### src/hw/rtl/adl_pkg.sv
// shared types, constants and helpers for the array doubly linked list
// no dependencies
`default_nettype none

package adl_pkg;

  localparam int SLOTS        = 8;
  localparam int PAYLOAD_BITS = 32;
  localparam int SLOT_W       = $clog2(SLOTS);
  localparam int LINK_W       = 4;
  localparam int CMD_W        = 3;
  localparam int ANCHOR_W     = 3;
  localparam int STATUS_W     = 3;

  localparam logic [LINK_W-1:0] NONE_SLOT = LINK_W'(SLOTS);

  localparam logic [CMD_W-1:0] CMD_INS_FRONT = 3'd0;
  localparam logic [CMD_W-1:0] CMD_INS_AFTER = 3'd1;
  localparam logic [CMD_W-1:0] CMD_INS_BACK  = 3'd2;
  localparam logic [CMD_W-1:0] CMD_DEL_FRONT = 3'd3;
  localparam logic [CMD_W-1:0] CMD_DEL_AFTER = 3'd4;
  localparam logic [CMD_W-1:0] CMD_DEL_BACK  = 3'd5;
  localparam logic [CMD_W-1:0] CMD_CLEAR     = 3'd6;

  localparam logic [STATUS_W-1:0] ST_OK          = 3'd0;
  localparam logic [STATUS_W-1:0] ST_FULL        = 3'd1;
  localparam logic [STATUS_W-1:0] ST_EMPTY       = 3'd2;
  localparam logic [STATUS_W-1:0] ST_ANCHOR_FREE = 3'd3;
  localparam logic [STATUS_W-1:0] ST_NO_NEXT     = 3'd4;

  typedef struct packed {
    logic [CMD_W-1:0]        cmd;
    logic [PAYLOAD_BITS-1:0] payload;
    logic [ANCHOR_W-1:0]     anchor;
  } adl_in_t;

  typedef struct packed {
    logic [STATUS_W-1:0] status;
    logic [LINK_W-1:0]   slot;
    logic [LINK_W-1:0]   count;
    logic [LINK_W-1:0]   head_slot;
    logic [LINK_W-1:0]   tail_slot;
  } adl_out_t;

  typedef struct packed {
    logic [SLOT_W-1:0] raddr;
    logic              nx_we;
    logic [SLOT_W-1:0] nx_waddr;
    logic [LINK_W-1:0] nx_wdata;
    logic              pv_we;
    logic [SLOT_W-1:0] pv_waddr;
    logic [LINK_W-1:0] pv_wdata;
  } link_req_t;

  function automatic logic in_pool(input logic [LINK_W-1:0] s);
    return s < NONE_SLOT;
  endfunction

  function automatic logic [SLOT_W-1:0] lowest_free(input logic [SLOTS-1:0] m);
    logic [SLOT_W-1:0] r;
    r = '0;
    for (int i = SLOTS - 1; i >= 0; i--) begin
      if (m[i]) begin
        r = SLOT_W'(i);
      end
    end
    return r;
  endfunction

endpackage

`default_nettype wire

### src/hw/rtl/adl_ram.sv
// generic single write, single read port ram with registered read data
// no dependencies
`default_nettype none

module adl_ram #(
  parameter int DEPTH = 8,
  parameter int WIDTH = 4,
  parameter int AW    = $clog2(DEPTH)
) (
  input  wire logic             clk,
  input  wire logic             we,
  input  wire logic [AW-1:0]    waddr,
  input  wire logic [WIDTH-1:0] wdata,
  input  wire logic [AW-1:0]    raddr,
  output logic      [WIDTH-1:0] rdata
);

  logic [WIDTH-1:0] mem [DEPTH];

  always_ff @(posedge clk) begin
    if (we) begin
      mem[waddr] <= wdata;
    end
  end

  always_ff @(posedge clk) begin
    rdata <= mem[raddr];
  end

endmodule

`default_nettype wire

### src/hw/rtl/adl_ctrl.sv
// command sequencer: free mask, head, tail, count, payload store and link updates
// depends on adl_pkg; drives the link rams through link_req_t
`default_nettype none

module adl_ctrl (
  input  wire logic               clk,
  input  wire logic               rst_n,
  input  wire logic               start,
  input  wire adl_pkg::adl_in_t   in_item,
  output logic                    busy,
  output logic                    out_valid,
  output adl_pkg::adl_out_t       out_item,
  output adl_pkg::link_req_t      link_req,
  input  wire logic [adl_pkg::LINK_W-1:0] nx_q,
  input  wire logic [adl_pkg::LINK_W-1:0] pv_q
);

  import adl_pkg::*;

  localparam logic [1:0] S_IDLE = 2'd0;
  localparam logic [1:0] S_LOOK = 2'd1;
  localparam logic [1:0] S_LOOK2 = 2'd2;
  localparam logic [1:0] S_FIX = 2'd3;

  logic [1:0]              state_r, state_nxt;
  logic [CMD_W-1:0]        cmd_r, cmd_nxt;
  logic [PAYLOAD_BITS-1:0] pay_r, pay_nxt;
  logic [ANCHOR_W-1:0]     anc_r, anc_nxt;
  logic [SLOTS-1:0]        free_r, free_nxt;
  logic [LINK_W-1:0]       head_r, head_nxt;
  logic [LINK_W-1:0]       tail_r, tail_nxt;
  logic [LINK_W-1:0]       count_r, count_nxt;
  logic [LINK_W-1:0]       ns_r, ns_nxt;
  logic [LINK_W-1:0]       na_r, na_nxt;
  logic [LINK_W-1:0]       nn_r, nn_nxt;
  logic                    out_valid_r, out_valid_nxt;
  adl_out_t                out_r, out_nxt;

  logic [PAYLOAD_BITS-1:0] entry_mem [SLOTS];
  logic                    ent_we;
  logic [SLOT_W-1:0]       ent_addr;

  logic [LINK_W-1:0]       anc_link;
  logic                    anc_used;
  logic                    full;
  logic [SLOT_W-1:0]       new_slot;
  logic                    fin;
  logic [STATUS_W-1:0]     fin_status;
  logic [LINK_W-1:0]       fin_slot;
  logic                    do_unlink;
  logic [LINK_W-1:0]       uv, up, un;
  logic [LINK_W-1:0]       ins_a, ins_n;

  assign anc_link  = LINK_W'(anc_r);
  assign anc_used  = in_pool(anc_link) && !free_r[anc_r[SLOT_W-1:0]];
  assign full      = count_r >= NONE_SLOT;
  assign new_slot  = lowest_free(free_r);
  assign busy      = state_r != S_IDLE;
  assign out_valid = out_valid_r;
  assign out_item  = out_r;

  always_comb begin
    state_nxt  = state_r;
    cmd_nxt    = cmd_r;
    pay_nxt    = pay_r;
    anc_nxt    = anc_r;
    free_nxt   = free_r;
    head_nxt   = head_r;
    tail_nxt   = tail_r;
    count_nxt  = count_r;
    ns_nxt     = ns_r;
    na_nxt     = na_r;
    nn_nxt     = nn_r;
    link_req   = '0;
    ent_we     = 1'b0;
    ent_addr   = new_slot;
    fin        = 1'b0;
    fin_status = ST_OK;
    fin_slot   = NONE_SLOT;
    do_unlink  = 1'b0;
    uv         = NONE_SLOT;
    up         = NONE_SLOT;
    un         = NONE_SLOT;
    ins_a      = NONE_SLOT;
    ins_n      = NONE_SLOT;

    case (state_r)
      S_IDLE: begin
        case (in_item.cmd)
          CMD_DEL_FRONT: link_req.raddr = head_r[SLOT_W-1:0];
          CMD_DEL_BACK:  link_req.raddr = tail_r[SLOT_W-1:0];
          default:       link_req.raddr = in_item.anchor[SLOT_W-1:0];
        endcase
        if (start) begin
          cmd_nxt   = in_item.cmd;
          pay_nxt   = in_item.payload;
          anc_nxt   = in_item.anchor;
          state_nxt = S_LOOK;
        end
      end

      S_LOOK: begin
        case (cmd_r)
          CMD_INS_FRONT, CMD_INS_AFTER, CMD_INS_BACK: begin
            if (full) begin
              fin        = 1'b1;
              fin_status = ST_FULL;
            end else if (cmd_r == CMD_INS_AFTER && !anc_used) begin
              fin        = 1'b1;
              fin_status = ST_ANCHOR_FREE;
            end else begin
              case (cmd_r)
                CMD_INS_FRONT: begin
                  ins_a = NONE_SLOT;
                  ins_n = head_r;
                end
                CMD_INS_AFTER: begin
                  ins_a = anc_link;
                  ins_n = nx_q;
                end
                default: begin
                  ins_a = tail_r;
                  ins_n = NONE_SLOT;
                end
              endcase
              link_req.nx_we    = 1'b1;
              link_req.nx_waddr = new_slot;
              link_req.nx_wdata = ins_n;
              link_req.pv_we    = 1'b1;
              link_req.pv_waddr = new_slot;
              link_req.pv_wdata = ins_a;
              ent_we            = 1'b1;
              ns_nxt            = LINK_W'(new_slot);
              na_nxt            = ins_a;
              nn_nxt            = ins_n;
              state_nxt         = S_FIX;
            end
          end
          CMD_DEL_FRONT, CMD_DEL_BACK: begin
            uv = (cmd_r == CMD_DEL_FRONT) ? head_r : tail_r;
            if (!in_pool(uv)) begin
              fin        = 1'b1;
              fin_status = ST_EMPTY;
            end else begin
              do_unlink = 1'b1;
              up        = pv_q;
              un        = nx_q;
            end
          end
          CMD_DEL_AFTER: begin
            if (!anc_used) begin
              fin        = 1'b1;
              fin_status = ST_ANCHOR_FREE;
            end else if (!in_pool(nx_q)) begin
              fin        = 1'b1;
              fin_status = ST_NO_NEXT;
            end else begin
              link_req.raddr = nx_q[SLOT_W-1:0];
              ns_nxt         = nx_q;
              state_nxt      = S_LOOK2;
            end
          end
          CMD_CLEAR: begin
            fin       = 1'b1;
            free_nxt  = '1;
            head_nxt  = NONE_SLOT;
            tail_nxt  = NONE_SLOT;
            count_nxt = '0;
          end
          default: begin
            fin = 1'b1;
          end
        endcase
      end

      S_LOOK2: begin
        do_unlink = 1'b1;
        uv        = ns_r;
        up        = anc_link;
        un        = nx_q;
      end

      S_FIX: begin
        if (in_pool(na_r)) begin
          link_req.nx_we    = 1'b1;
          link_req.nx_waddr = na_r[SLOT_W-1:0];
          link_req.nx_wdata = ns_r;
        end else begin
          head_nxt = ns_r;
        end
        if (in_pool(nn_r)) begin
          link_req.pv_we    = 1'b1;
          link_req.pv_waddr = nn_r[SLOT_W-1:0];
          link_req.pv_wdata = ns_r;
        end else begin
          tail_nxt = ns_r;
        end
        free_nxt[ns_r[SLOT_W-1:0]] = 1'b0;
        count_nxt = count_r + LINK_W'(1);
        fin       = 1'b1;
        fin_slot  = ns_r;
      end

      default: begin
        state_nxt = S_IDLE;
      end
    endcase

    if (do_unlink) begin
      if (in_pool(up)) begin
        link_req.nx_we    = 1'b1;
        link_req.nx_waddr = up[SLOT_W-1:0];
        link_req.nx_wdata = un;
      end else begin
        head_nxt = un;
      end
      if (in_pool(un)) begin
        link_req.pv_we    = 1'b1;
        link_req.pv_waddr = un[SLOT_W-1:0];
        link_req.pv_wdata = up;
      end else begin
        tail_nxt = up;
      end
      free_nxt[uv[SLOT_W-1:0]] = 1'b1;
      count_nxt = count_r - LINK_W'(1);
      fin       = 1'b1;
      fin_slot  = uv;
    end

    if (fin) begin
      state_nxt = S_IDLE;
    end
    out_valid_nxt     = fin;
    out_nxt.status    = fin_status;
    out_nxt.slot      = fin_slot;
    out_nxt.count     = count_nxt;
    out_nxt.head_slot = head_nxt;
    out_nxt.tail_slot = tail_nxt;
  end

  always_ff @(posedge clk) begin
    if (!rst_n) begin
      state_r     <= S_IDLE;
      free_r      <= '1;
      head_r      <= NONE_SLOT;
      tail_r      <= NONE_SLOT;
      count_r     <= '0;
      out_valid_r <= 1'b0;
    end else begin
      state_r     <= state_nxt;
      free_r      <= free_nxt;
      head_r      <= head_nxt;
      tail_r      <= tail_nxt;
      count_r     <= count_nxt;
      out_valid_r <= out_valid_nxt;
    end
  end

  always_ff @(posedge clk) begin
    cmd_r <= cmd_nxt;
    pay_r <= pay_nxt;
    anc_r <= anc_nxt;
    ns_r  <= ns_nxt;
    na_r  <= na_nxt;
    nn_r  <= nn_nxt;
    out_r <= out_nxt;
  end

  always_ff @(posedge clk) begin
    if (ent_we) begin
      entry_mem[ent_addr] <= pay_r;
    end
  end

endmodule

`default_nettype wire

### src/hw/rtl/array_doubly_linked_list.sv
// top level of the array doubly linked list: sequencer plus next and prev link rams
// depends on adl_pkg, adl_ram, adl_ctrl
`default_nettype none

// usage
//   input channel: drive in_item and raise start; the item is taken at a clock edge
//   where start is high and busy is low. busy stays high while the item is worked on.
//   result channel: out_valid is high for exactly one cycle with out_item holding
//   status, slot, count, head_slot and tail_slot; the receiver must take it then.
//   sequence: the result is registered from the look state for clear, delete front,
//   delete back and rejected commands, from the fix state after look for inserts
//   and from the look2 state after look for delete after. a new item can be taken
//   at the edge that ends the result cycle. the extra state comes from the single
//   write port of each link ram (an insert writes the new node, then its neighbors)
//   and from the dependent second link read of delete after.
//   reset: synchronous, active low; all slots free, list empty, count zero, no
//   result pending. the link rams need no clearing since only links of used slots
//   are ever used.
//   the receiver cannot stall the block.
module array_doubly_linked_list (
  input  wire logic             clk,
  input  wire logic             rst_n,
  input  wire logic             start,
  input  wire adl_pkg::adl_in_t in_item,
  output logic                  busy,
  output logic                  out_valid,
  output adl_pkg::adl_out_t     out_item
);

  import adl_pkg::*;

  link_req_t         link_req;
  logic [LINK_W-1:0] nx_q;
  logic [LINK_W-1:0] pv_q;

  adl_ctrl u_ctrl (
    .clk       (clk),
    .rst_n     (rst_n),
    .start     (start),
    .in_item   (in_item),
    .busy      (busy),
    .out_valid (out_valid),
    .out_item  (out_item),
    .link_req  (link_req),
    .nx_q      (nx_q),
    .pv_q      (pv_q)
  );

  adl_ram #(
    .DEPTH (SLOTS),
    .WIDTH (LINK_W)
  ) u_next_ram (
    .clk   (clk),
    .we    (link_req.nx_we),
    .waddr (link_req.nx_waddr),
    .wdata (link_req.nx_wdata),
    .raddr (link_req.raddr),
    .rdata (nx_q)
  );

  adl_ram #(
    .DEPTH (SLOTS),
    .WIDTH (LINK_W)
  ) u_prev_ram (
    .clk   (clk),
    .we    (link_req.pv_we),
    .waddr (link_req.pv_waddr),
    .wdata (link_req.pv_wdata),
    .raddr (link_req.raddr),
    .rdata (pv_q)
  );

endmodule

`default_nettype wire

### config.mk
export PLATFORM = sky130hd
export DESIGN_NAME = array_doubly_linked_list
export DESIGN_NICKNAME = d
export VERILOG_FILES = /design/src/hw/rtl/adl_pkg.sv /design/src/hw/rtl/adl_ram.sv /design/src/hw/rtl/adl_ctrl.sv /design/src/hw/rtl/array_doubly_linked_list.sv
export SDC_FILE = /design/constraint.sdc
export NUM_CORES = 1
export LEC_CHECK = 0
export ABC_CLOCK_PERIOD_IN_PS = 7000
export BUFFER_PORTS_ARGS = -buffer_cell sky130_fd_sc_hd__buf_2
export CORE_AREA = 2 2 129 131
export DETAILED_ROUTE_END_ITERATION = 16
export DIE_AREA = 0 0 131 133
export HOLD_SLACK_MARGIN = 0.05
export PLACE_DENSITY = 0.69
export SYNTH_ARGS = -nofsm -noshare
export SYNTH_HDL_FRONTEND = slang
export SYNTH_SLANG_ARGS = --single-unit
### constraint.sdc
create_clock -name clk -period 7 [get_ports clk]
set_input_delay 0.7 -clock clk [delete_from_list [all_inputs] [get_ports clk]]
set_output_delay 0.7 -clock clk [all_outputs]
set_load 0.05 [all_outputs]
[After elaboration in Yosys (flattened, before gate mapping)]
Memory sizes are Yosys's and may differ from the RTL's. A register that Yosys moved wholly into a read port is not among the register bits.
Cells that the tools add are included.
Word-level totals
  bits in registers: 60
  bits in latches: 0
  memory bits (writable): 64
  ROM bits: 0
  input port bits: 41
  word-level logic and storage cells: 168
  memories: 2
Memories
  u_next_ram.mem: depth 8, bits a word 4, read ports 1, clocked after memory_dff 1, write ports 1, RTL line adl_ram.sv:18  | logic [WIDTH-1:0] mem [DEPTH];
  u_prev_ram.mem: depth 8, bits a word 4, read ports 1, clocked after memory_dff 1, write ports 1, RTL line adl_ram.sv:18
Cells by class
  add/sub/neg operators: 2
  $mul: 0
  divide/modulo/power cells: 0
  magnitude comparators: 13
  equality and inequality tests: 21
  shifts and indexed selects: 0
  multiplexer cells: 90
  bitwise operators: 6
  reduce and logical (&&, ||, !) cells: 18
Operator list (number)
  $mux 4: 22
  $pmux 4 s2: 9
  $mux 16: 4
  $mux 8: 6
  $mux 3: 14
  $pmux 16 s2: 1
  $lt 4x4->1 const B: 6
  $lt 3x4->1 const B: 4
  $pmux 8 s2: 1
  $mux 1: 15
  $mux 2: 7
  $eq 3x3->1 const B: 4
  $pmux 3 s2: 2
  $eq 3x2->1 const B: 3
  $ne 3x3->1 const B: 3
  $pmux 3 s3: 1
  $and 8x8->8: 1
  $not 8->8: 1
  $or 8x8->8: 1
  $pmux 2 s2: 2
  $reduce_and 7->1: 1
  $demux 1 s3: 2
  $ge 3x1->1 const B: 2
  $ne 2x2->1 const B: 3
  22 further kinds: 35

[Depth between registers and ports, before layout]
Gate-level depths: netlist of run 1.
  word-level depth: 16
  depth in mapped cells: 9
  gate-level depth less buffers: 8

[Cells and area by module]
Synthesis of run 1 repeated with hierarchy kept, for this count alone.
Unflattened totals
  cell total of the unflattened synthesis: 520
  area total of the unflattened synthesis: 6226.0 µm²
Modules (own cells, without submodules)
  adl_ctrl: instances 1, cells an instance 394, area each 3485.8 µm²
  adl_ram: instances 2, cells an instance 63, area each 1370.1 µm²

[Worst setup path before layout of run 1]
OpenSTA, ideal clock, no wires.
  kind: reg2reg
  start point: reg u_ctrl.anc_r[0]
  end point: mem u_next_ram.mem[0][2], data pin
  arrival: 2.298 ns
  setup slack: 4.465 ns
  stages on the path, launching flop included: 8
  clock period less this slack: 2.535 ns
  path through: edfxtp_1 > buf_6 > mux2_4 > o22ai_4 > nor3_1 > nor2_1 > nand2_1 > a31oi_1
RTL lines
  from (decl): RTL line adl_ctrl.sv:28  | logic [ANCHOR_W-1:0] anc_r, anc_nxt;
  from (signal assigned): RTL line adl_ctrl.sv:262  | anc_r <= anc_nxt;
  to (decl): RTL line adl_ram.sv:18

==> impl_metrics.toml, run 1 <==
[synthesis]
synth_warnings = 0
synth_cell_types = 77
synth_ff_type = "edfxtp_1"
synthAdderAreaFrac_pct = 1.06
synthSimpleGateAreaFrac_pct = 14.1
synthesis.area_um2 = 7080
synth-xor-area-share_pct = 0.742
yosysSeqAreaShare_pct = 48.9
synth_top_family_by_area = "compound AO/OA/AOI/OAI gates"
synth-compound-area-share_pct = 25.0
synthCells = 686
synth_edf_count = 82
ys_ff_latch = 132
muxShareOfSynthArea_pct = 5.76
ys_async_sr_fraction_pct = 0
syn_area_per_cell_um2 = 10.3
mappedNetlistNets = 733

[pwr]
p_leak_nw = 2.59
fin_total_pwr_w = 0.00298
power_density_nw_per_um2 = 380
pwr-share-seq_pct = 36.6
max-vdd-ir-drop_uv = 251
p_sw_w = 0.00117
power.share.clock_pct = 27.8
combPwrFrac_pct = 35.6
netSwitchingFraction_pct = 39.1
p_int_w = 0.00182

[finish]
drive_gt1_share_pct = 14.2
utilization_pct = 48.6
final_common_cell = "edfxtp_1"
seqCellArea_um2 = 3460
antennaDiodeCount = 0
multi_input_area_um2 = 3310
areaGrowthSynthToFinish_pct = 11.0
mostFrequentLayoutCells = "82 x edfxtp_1, 50 x dfxtp_1, 47 x o21ai_0, 43 x nand3_1, 42 x o211ai_1"
finalNetCount = 730
fillers = 1453

[critical_path]
arrival_ns = 3.90
crit_type = "reg -> reg"
worstPathRequired_ns = 7.11
cp_max_fo = 37
end_kind = "flip-flop"
timing.critical_path.from_type = "flip-flop"
r2r_setup_slack_ns = 3.21

[clock_network]
clk_pin_slew_ns = 0.05
cts_setup_buffers = 0
cts_tree = "done"
cts-hold-fix-buffers = 0
clockBufferDepth = 2
cts_buffers = 17
clock_latency_ns = 0.42
cts_sinks = 132
cts_resized = 0
root_buffer = "clkbuf_16"
h-tree-depth = 4

[timing]
period_needed_ns = 3.79
relSlewSlack_pct = 23.3
timing.fmax_mhz = 264
setup_ws_ns = 3.21
finalSetupViolations = 0
fin_worst_skew_ns = 0.00531
tightest_slew_ns = 1.15
tns_ns = 0
finalHoldViolCount = 0
min_period_over_period_pct = 54.1
rsz0062_at_grt = "false"
drv_slew = 0

[global_routing]
antenna_found_initial = 0
grt_start_max_net_pins = 38
grt_pass1_vias = 5763
grt_usage_pct = 23.5
grt_overflow = 0
grt_pass1_wl_um = 31200

[die]
fp.coreArea_um2 = 16200
initial_core_util_pct = 43.8
die_height_um = 133
dieArea_um2 = 17400
die_w_um = 131
io_pins = 62
row_count = 47

[route]
first_iter_violations = 598
drtAntennaViolNets = 0
firstDrtPassIters = 5
drc = 0
via_per_inst = 6.49
wire_per_inst_um = 21.5
routed_wl_um = 19700
vias = 5946

[placement]
dp_hpwl_um = 12800
routabilityCongestion = 0.886
preCtsSetupSlack_ns = 3.31
port_buffers = 29

[outcome]
outcome = "finished clean"

[job]
drv_cap = 0

[hold_path]
hold_class = "in -> reg"
## power groups by stage
| stage | clock [W] | combinational [W] | sequential [W] |
|---|---|---|---|
| after global routing | 0.000869 | 0.00115 | 0.00110 |
| final | 0.000829 | 0.00106 | 0.00109 |
| after detailed placement | 0 | 0.00104 | 0.00110 |
| after CTS | 0.000838 | 0.00105 | 0.00109 |
| after global placement | 0 | 0.00101 | 0.00109 |
| after floorplan | 0 | 0.000726 | 0.00113 |
## sequential cells by signal, summed over array words and instances, names as in the netlist, 8 cells and up
name,flops
u_prev_ram.mem,32
u_ctrl.free_r,8
u_next_ram.mem,32
u_ctrl.out_item,19
## synth_stat cells, types with 24 or more instances
library cell / n / area (um2)
o2111ai_1: 32 / 280
nor3_1: 24 / 120
clkbuf_1: 41 / 154
nand2_1: 32 / 120
nand3_1: 43 / 215
mux2i_1: 31 / 310
a21oi_1: 31 / 155
dfxtp_1: 50 / 1000
o211ai_1: 42 / 315
o21ai_0: 47 / 235
nor2_1: 32 / 120
edfxtp_1: 82 / 2460
## cell type report
type / instances / share of cell area [%]
multi-input cells: 483 / 42.2
clock inverters: 9 / 0.987
inverters: 11 / 0.526
clock buffers: 23 / 6.02
well taps: 220 / 3.50
flip-flops and latches: 132 / 44.1
repair buffers: 38 / 2.71
## critical path, cell delays in order, from the launching register on
cell and delay (ns):
edfxtp_1 0.56, mux2_2 0.41, o22ai_4 0.12, buf_4 0.41, nor3_1 0.19, nor2_1 0.90
a22oi_1 0.16, a21oi_1 0.71
## per-layer routing
metal	vias to the layer above	global-route usage (%)	share of wire, %
li1	2682	-	-
met5	-	0	0
met1	2902	32.3	42
met4	0	11.3	3.5
met2	309	35.2	47
met3	53	4.85	7.6
## kinds of logic after synthesis
kind of cell	count (synthesis)
compound gates	241
xor+xnor	6
fa+ha+maj	6
buf+inv	71
flops	132
mux	39
simple gates	191
## final timing paths
kind                                      from                             end  depth (start not counted)
setup / recovery     u_ctrl.anc_r[0]$_DFFE_PP_  u_next_ram.mem[3][1]$_DFFE_PP_                          7
hold / removal                      in_item[0]       u_ctrl.anc_r[0]$_DFFE_PP_                          1
setup reg to reg     u_ctrl.anc_r[0]$_DFFE_PP_  u_next_ram.mem[3][1]$_DFFE_PP_                          7
hold reg to reg   u_ctrl.count_r[0]$_SDFF_PN0_      u_ctrl.out_item[8]$_DFF_P_                          2
## stage by stage
stage	std cells	hold WS [ns]	cell area (um2)
3_3_place_gp	884	0.561	7310
5_1_grt	916	0.471	7860
2_1_floorplan	686	0.511	7080
6_report	916	0.477	7860
4_1_cts	916	0.466	7860
3_5_place_dp	884	0.585	7310
Power figures use the tool's default switching activity.
==> run 2: changes to the inputs <==
- ABC_CLOCK_PERIOD_IN_PS: 7000 -> 4000
- clock period: 7 -> 4 ns (I/O delays scaled with it)
==> run 2 against run 1 <==
  * Count of clock-buffer cells in the layout decreased by 5
  * Worst setup slack got worse by 2.8 ns
  * Combinational power increased by 76%
  * First-iteration DRC count increased by 8.2%
  * Highest routed layer unchanged
  * Critical path type unchanged
  * Fmax increased by 6.7%
==> impl_metrics.toml, run 2 (synthesized netlist as in run 1, its figures left out) <==
[critical_path]
cp_max_fo = 14
crit_type = "reg -> reg"
end_kind = "flip-flop"
reg2reg_depth = 8
r2r-end = "u_next_ram.mem[3][1]$_DFFE_PP_"
arrival_ns = 3.60
r2r_start = "u_ctrl.state_r[1]$_SDFFE_PP0P_"
timing.critical_path.from_type = "flip-flop"
worstPathRequired_ns = 4.05
r2r_setup_slack_ns = 0.45

[placement]
routabilityCongestion = 0.923
port_buffers = 29
dp_hpwl_um = 13000
preCtsSetupSlack_ns = 0.519
placed_cells = 890
dpl-instance-area_um2 = 7350

[timing]
period_needed_ns = 3.55
tns_ns = 0
finalHoldViolCount = 0
setup_ws_ns = 0.449
timing.fmax_mhz = 282
finalSetupViolations = 0
tightest_slew_ns = 1.11
drv_slew = 0
min_period_over_period_pct = 88.8
relSlewSlack_pct = 26.1
rsz0062_at_grt = "false"
fin_worst_skew_ns = 0.00898

[die]
dieArea_um2 = 17400
die_w_um = 131
io_pins = 62
initial_core_util_pct = 43.8
fp.coreArea_um2 = 16200
die_height_um = 133
row_count = 47

[clock_network]
root_buffer = "clkbuf_16"
cts_setup_buffers = 0
h-tree-depth = 4
clockBufferDepth = 2
cts_resized = 0
clk_pin_slew_ns = 0.06
cts_tree = "done"
cts_sinks = 132
clock_latency_ns = 0.42
cts-hold-fix-buffers = 0
cts_buffers = 17

[finish]
mostFrequentLayoutCells = "82 x edfxtp_1, 50 x dfxtp_1, 47 x o21ai_0, 43 x nand3_1, 42 x o211ai_1"
final_common_cell = "edfxtp_1"
finalNetCount = 736
fillers = 1435
fin_cells = 922
areaGrowthSynthToFinish_pct = 11.6
fin_area_um2 = 7900
antennaDiodeCount = 0
drive_gt1_share_pct = 15.4

[global_routing]
grt_pass1_vias = 5649
grt_overflow = 0
grt_usage_pct = 23.0
antenna_found_initial = 0
grt_pass1_wl_um = 30400
grt_start_max_net_pins = 37

[pwr]
power_density_nw_per_um2 = 658
max-vdd-ir-drop_uv = 549
p_leak_nw = 2.61

[hold_path]
min_path_cells = 1
min_from = "in_item[0]"
hold_end = "u_ctrl.anc_r[0]$_DFFE_PP_"
hold_class = "in -> reg"

[route]
first_iter_violations = 647
wire_per_inst_um = 21.1
routed_wl_um = 19500
firstDrtPassIters = 5
via_per_inst = 6.39
drtAntennaViolNets = 0
vias = 5892
drc = 0

[job]
drv_cap = 0

[outcome]
outcome = "finished clean"
run 2: cell types whose count changed in the layout (fill, tap and decap cells not counted), sizes merged:
cell / before / now
clkinvlp: 0 / 1
buf: 38 / 44
bufinv: 1 / 0
clkbuf: 23 / 18
inv: 14 / 16
clkinv: 5 / 8
run 2: worst max-delay path by stage:
stage / end / startpoint / depth (start not counted)
6_report: u_next_ram.mem[3][1]$_DFFE_PP_ / u_ctrl.state_r[1]$_SDFFE_PP0P_ / 8
5_1_grt: u_next_ram.mem[3][1]$_DFFE_PP_ / u_ctrl.state_r[1]$_SDFFE_PP0P_ / 8
4_1_cts: u_next_ram.mem[3][3]$_DFFE_PP_ / u_ctrl.state_r[1]$_SDFFE_PP0P_ / 8
3_5_place_dp: u_next_ram.mem[3][1]$_DFFE_PP_ / u_ctrl.state_r[1]$_SDFFE_PP0P_ / 8
3_3_place_gp: u_next_ram.mem[7][0]$_DFFE_PP_ / u_ctrl.state_r[1]$_SDFFE_PP0P_ / 8
2_1_floorplan: u_next_ram.mem[0][2]$_DFFE_PP_ / u_ctrl.anc_r[0]$_DFFE_PP_ / 7
run 2: where the power goes:
group          internal [W]  total [W]  switching, W
logic              0.000610    0.00187       0.00126
clock network      0.000831    0.00143      0.000596
registers           0.00169    0.00191      0.000222
total               0.00313    0.00520       0.00208
run 2: critical path, stage by stage (launching register included):
cell,delay [ns]
dfxtp_1,0.34
inv_1,0.09
ha_1,0.52
nand2_1,0.24
a21oi_2,0.43
o211ai_1,0.43
nor2_1,0.28
a31oi_1,0.11
nor3_1,0.73
run 2: area by class of cell:
cell class,instances,area [um2],area share [%]
clock buffer,18,450,5.70
clock inverter,14,101,1.28
inverter,11,41.3,0.522
multi-input combinational,483,3310,41.9
sequential,132,3460,43.8
tap,220,275,3.48
timing repair buffer,44,258,3.26
run 2: per-layer routing:
layer,up-vias,share of wire (%),track usage (%)
met4,0,2.9,9.46
met2,310,48,36.0
met3,50,8.9,5.74
met1,2830,40,30.3
met5,-,0,0
li1,2702,-,-
run 2: stage by stage:
| stage | hold WS (ns) | utilization [%] | total power, W |
|---|---|---|---|
| after global placement | 0.560 | 45.5 | 0.00370 |
| after global routing | 0.167 | 48.9 | 0.00543 |
| final | 0.179 | 48.9 | 0.00520 |
| after floorplan | 0.473 | - | 0.00324 |
| after detailed placement | 0.578 | 45.5 | 0.00375 |
| after CTS | 0.167 | 48.9 | 0.00518 |
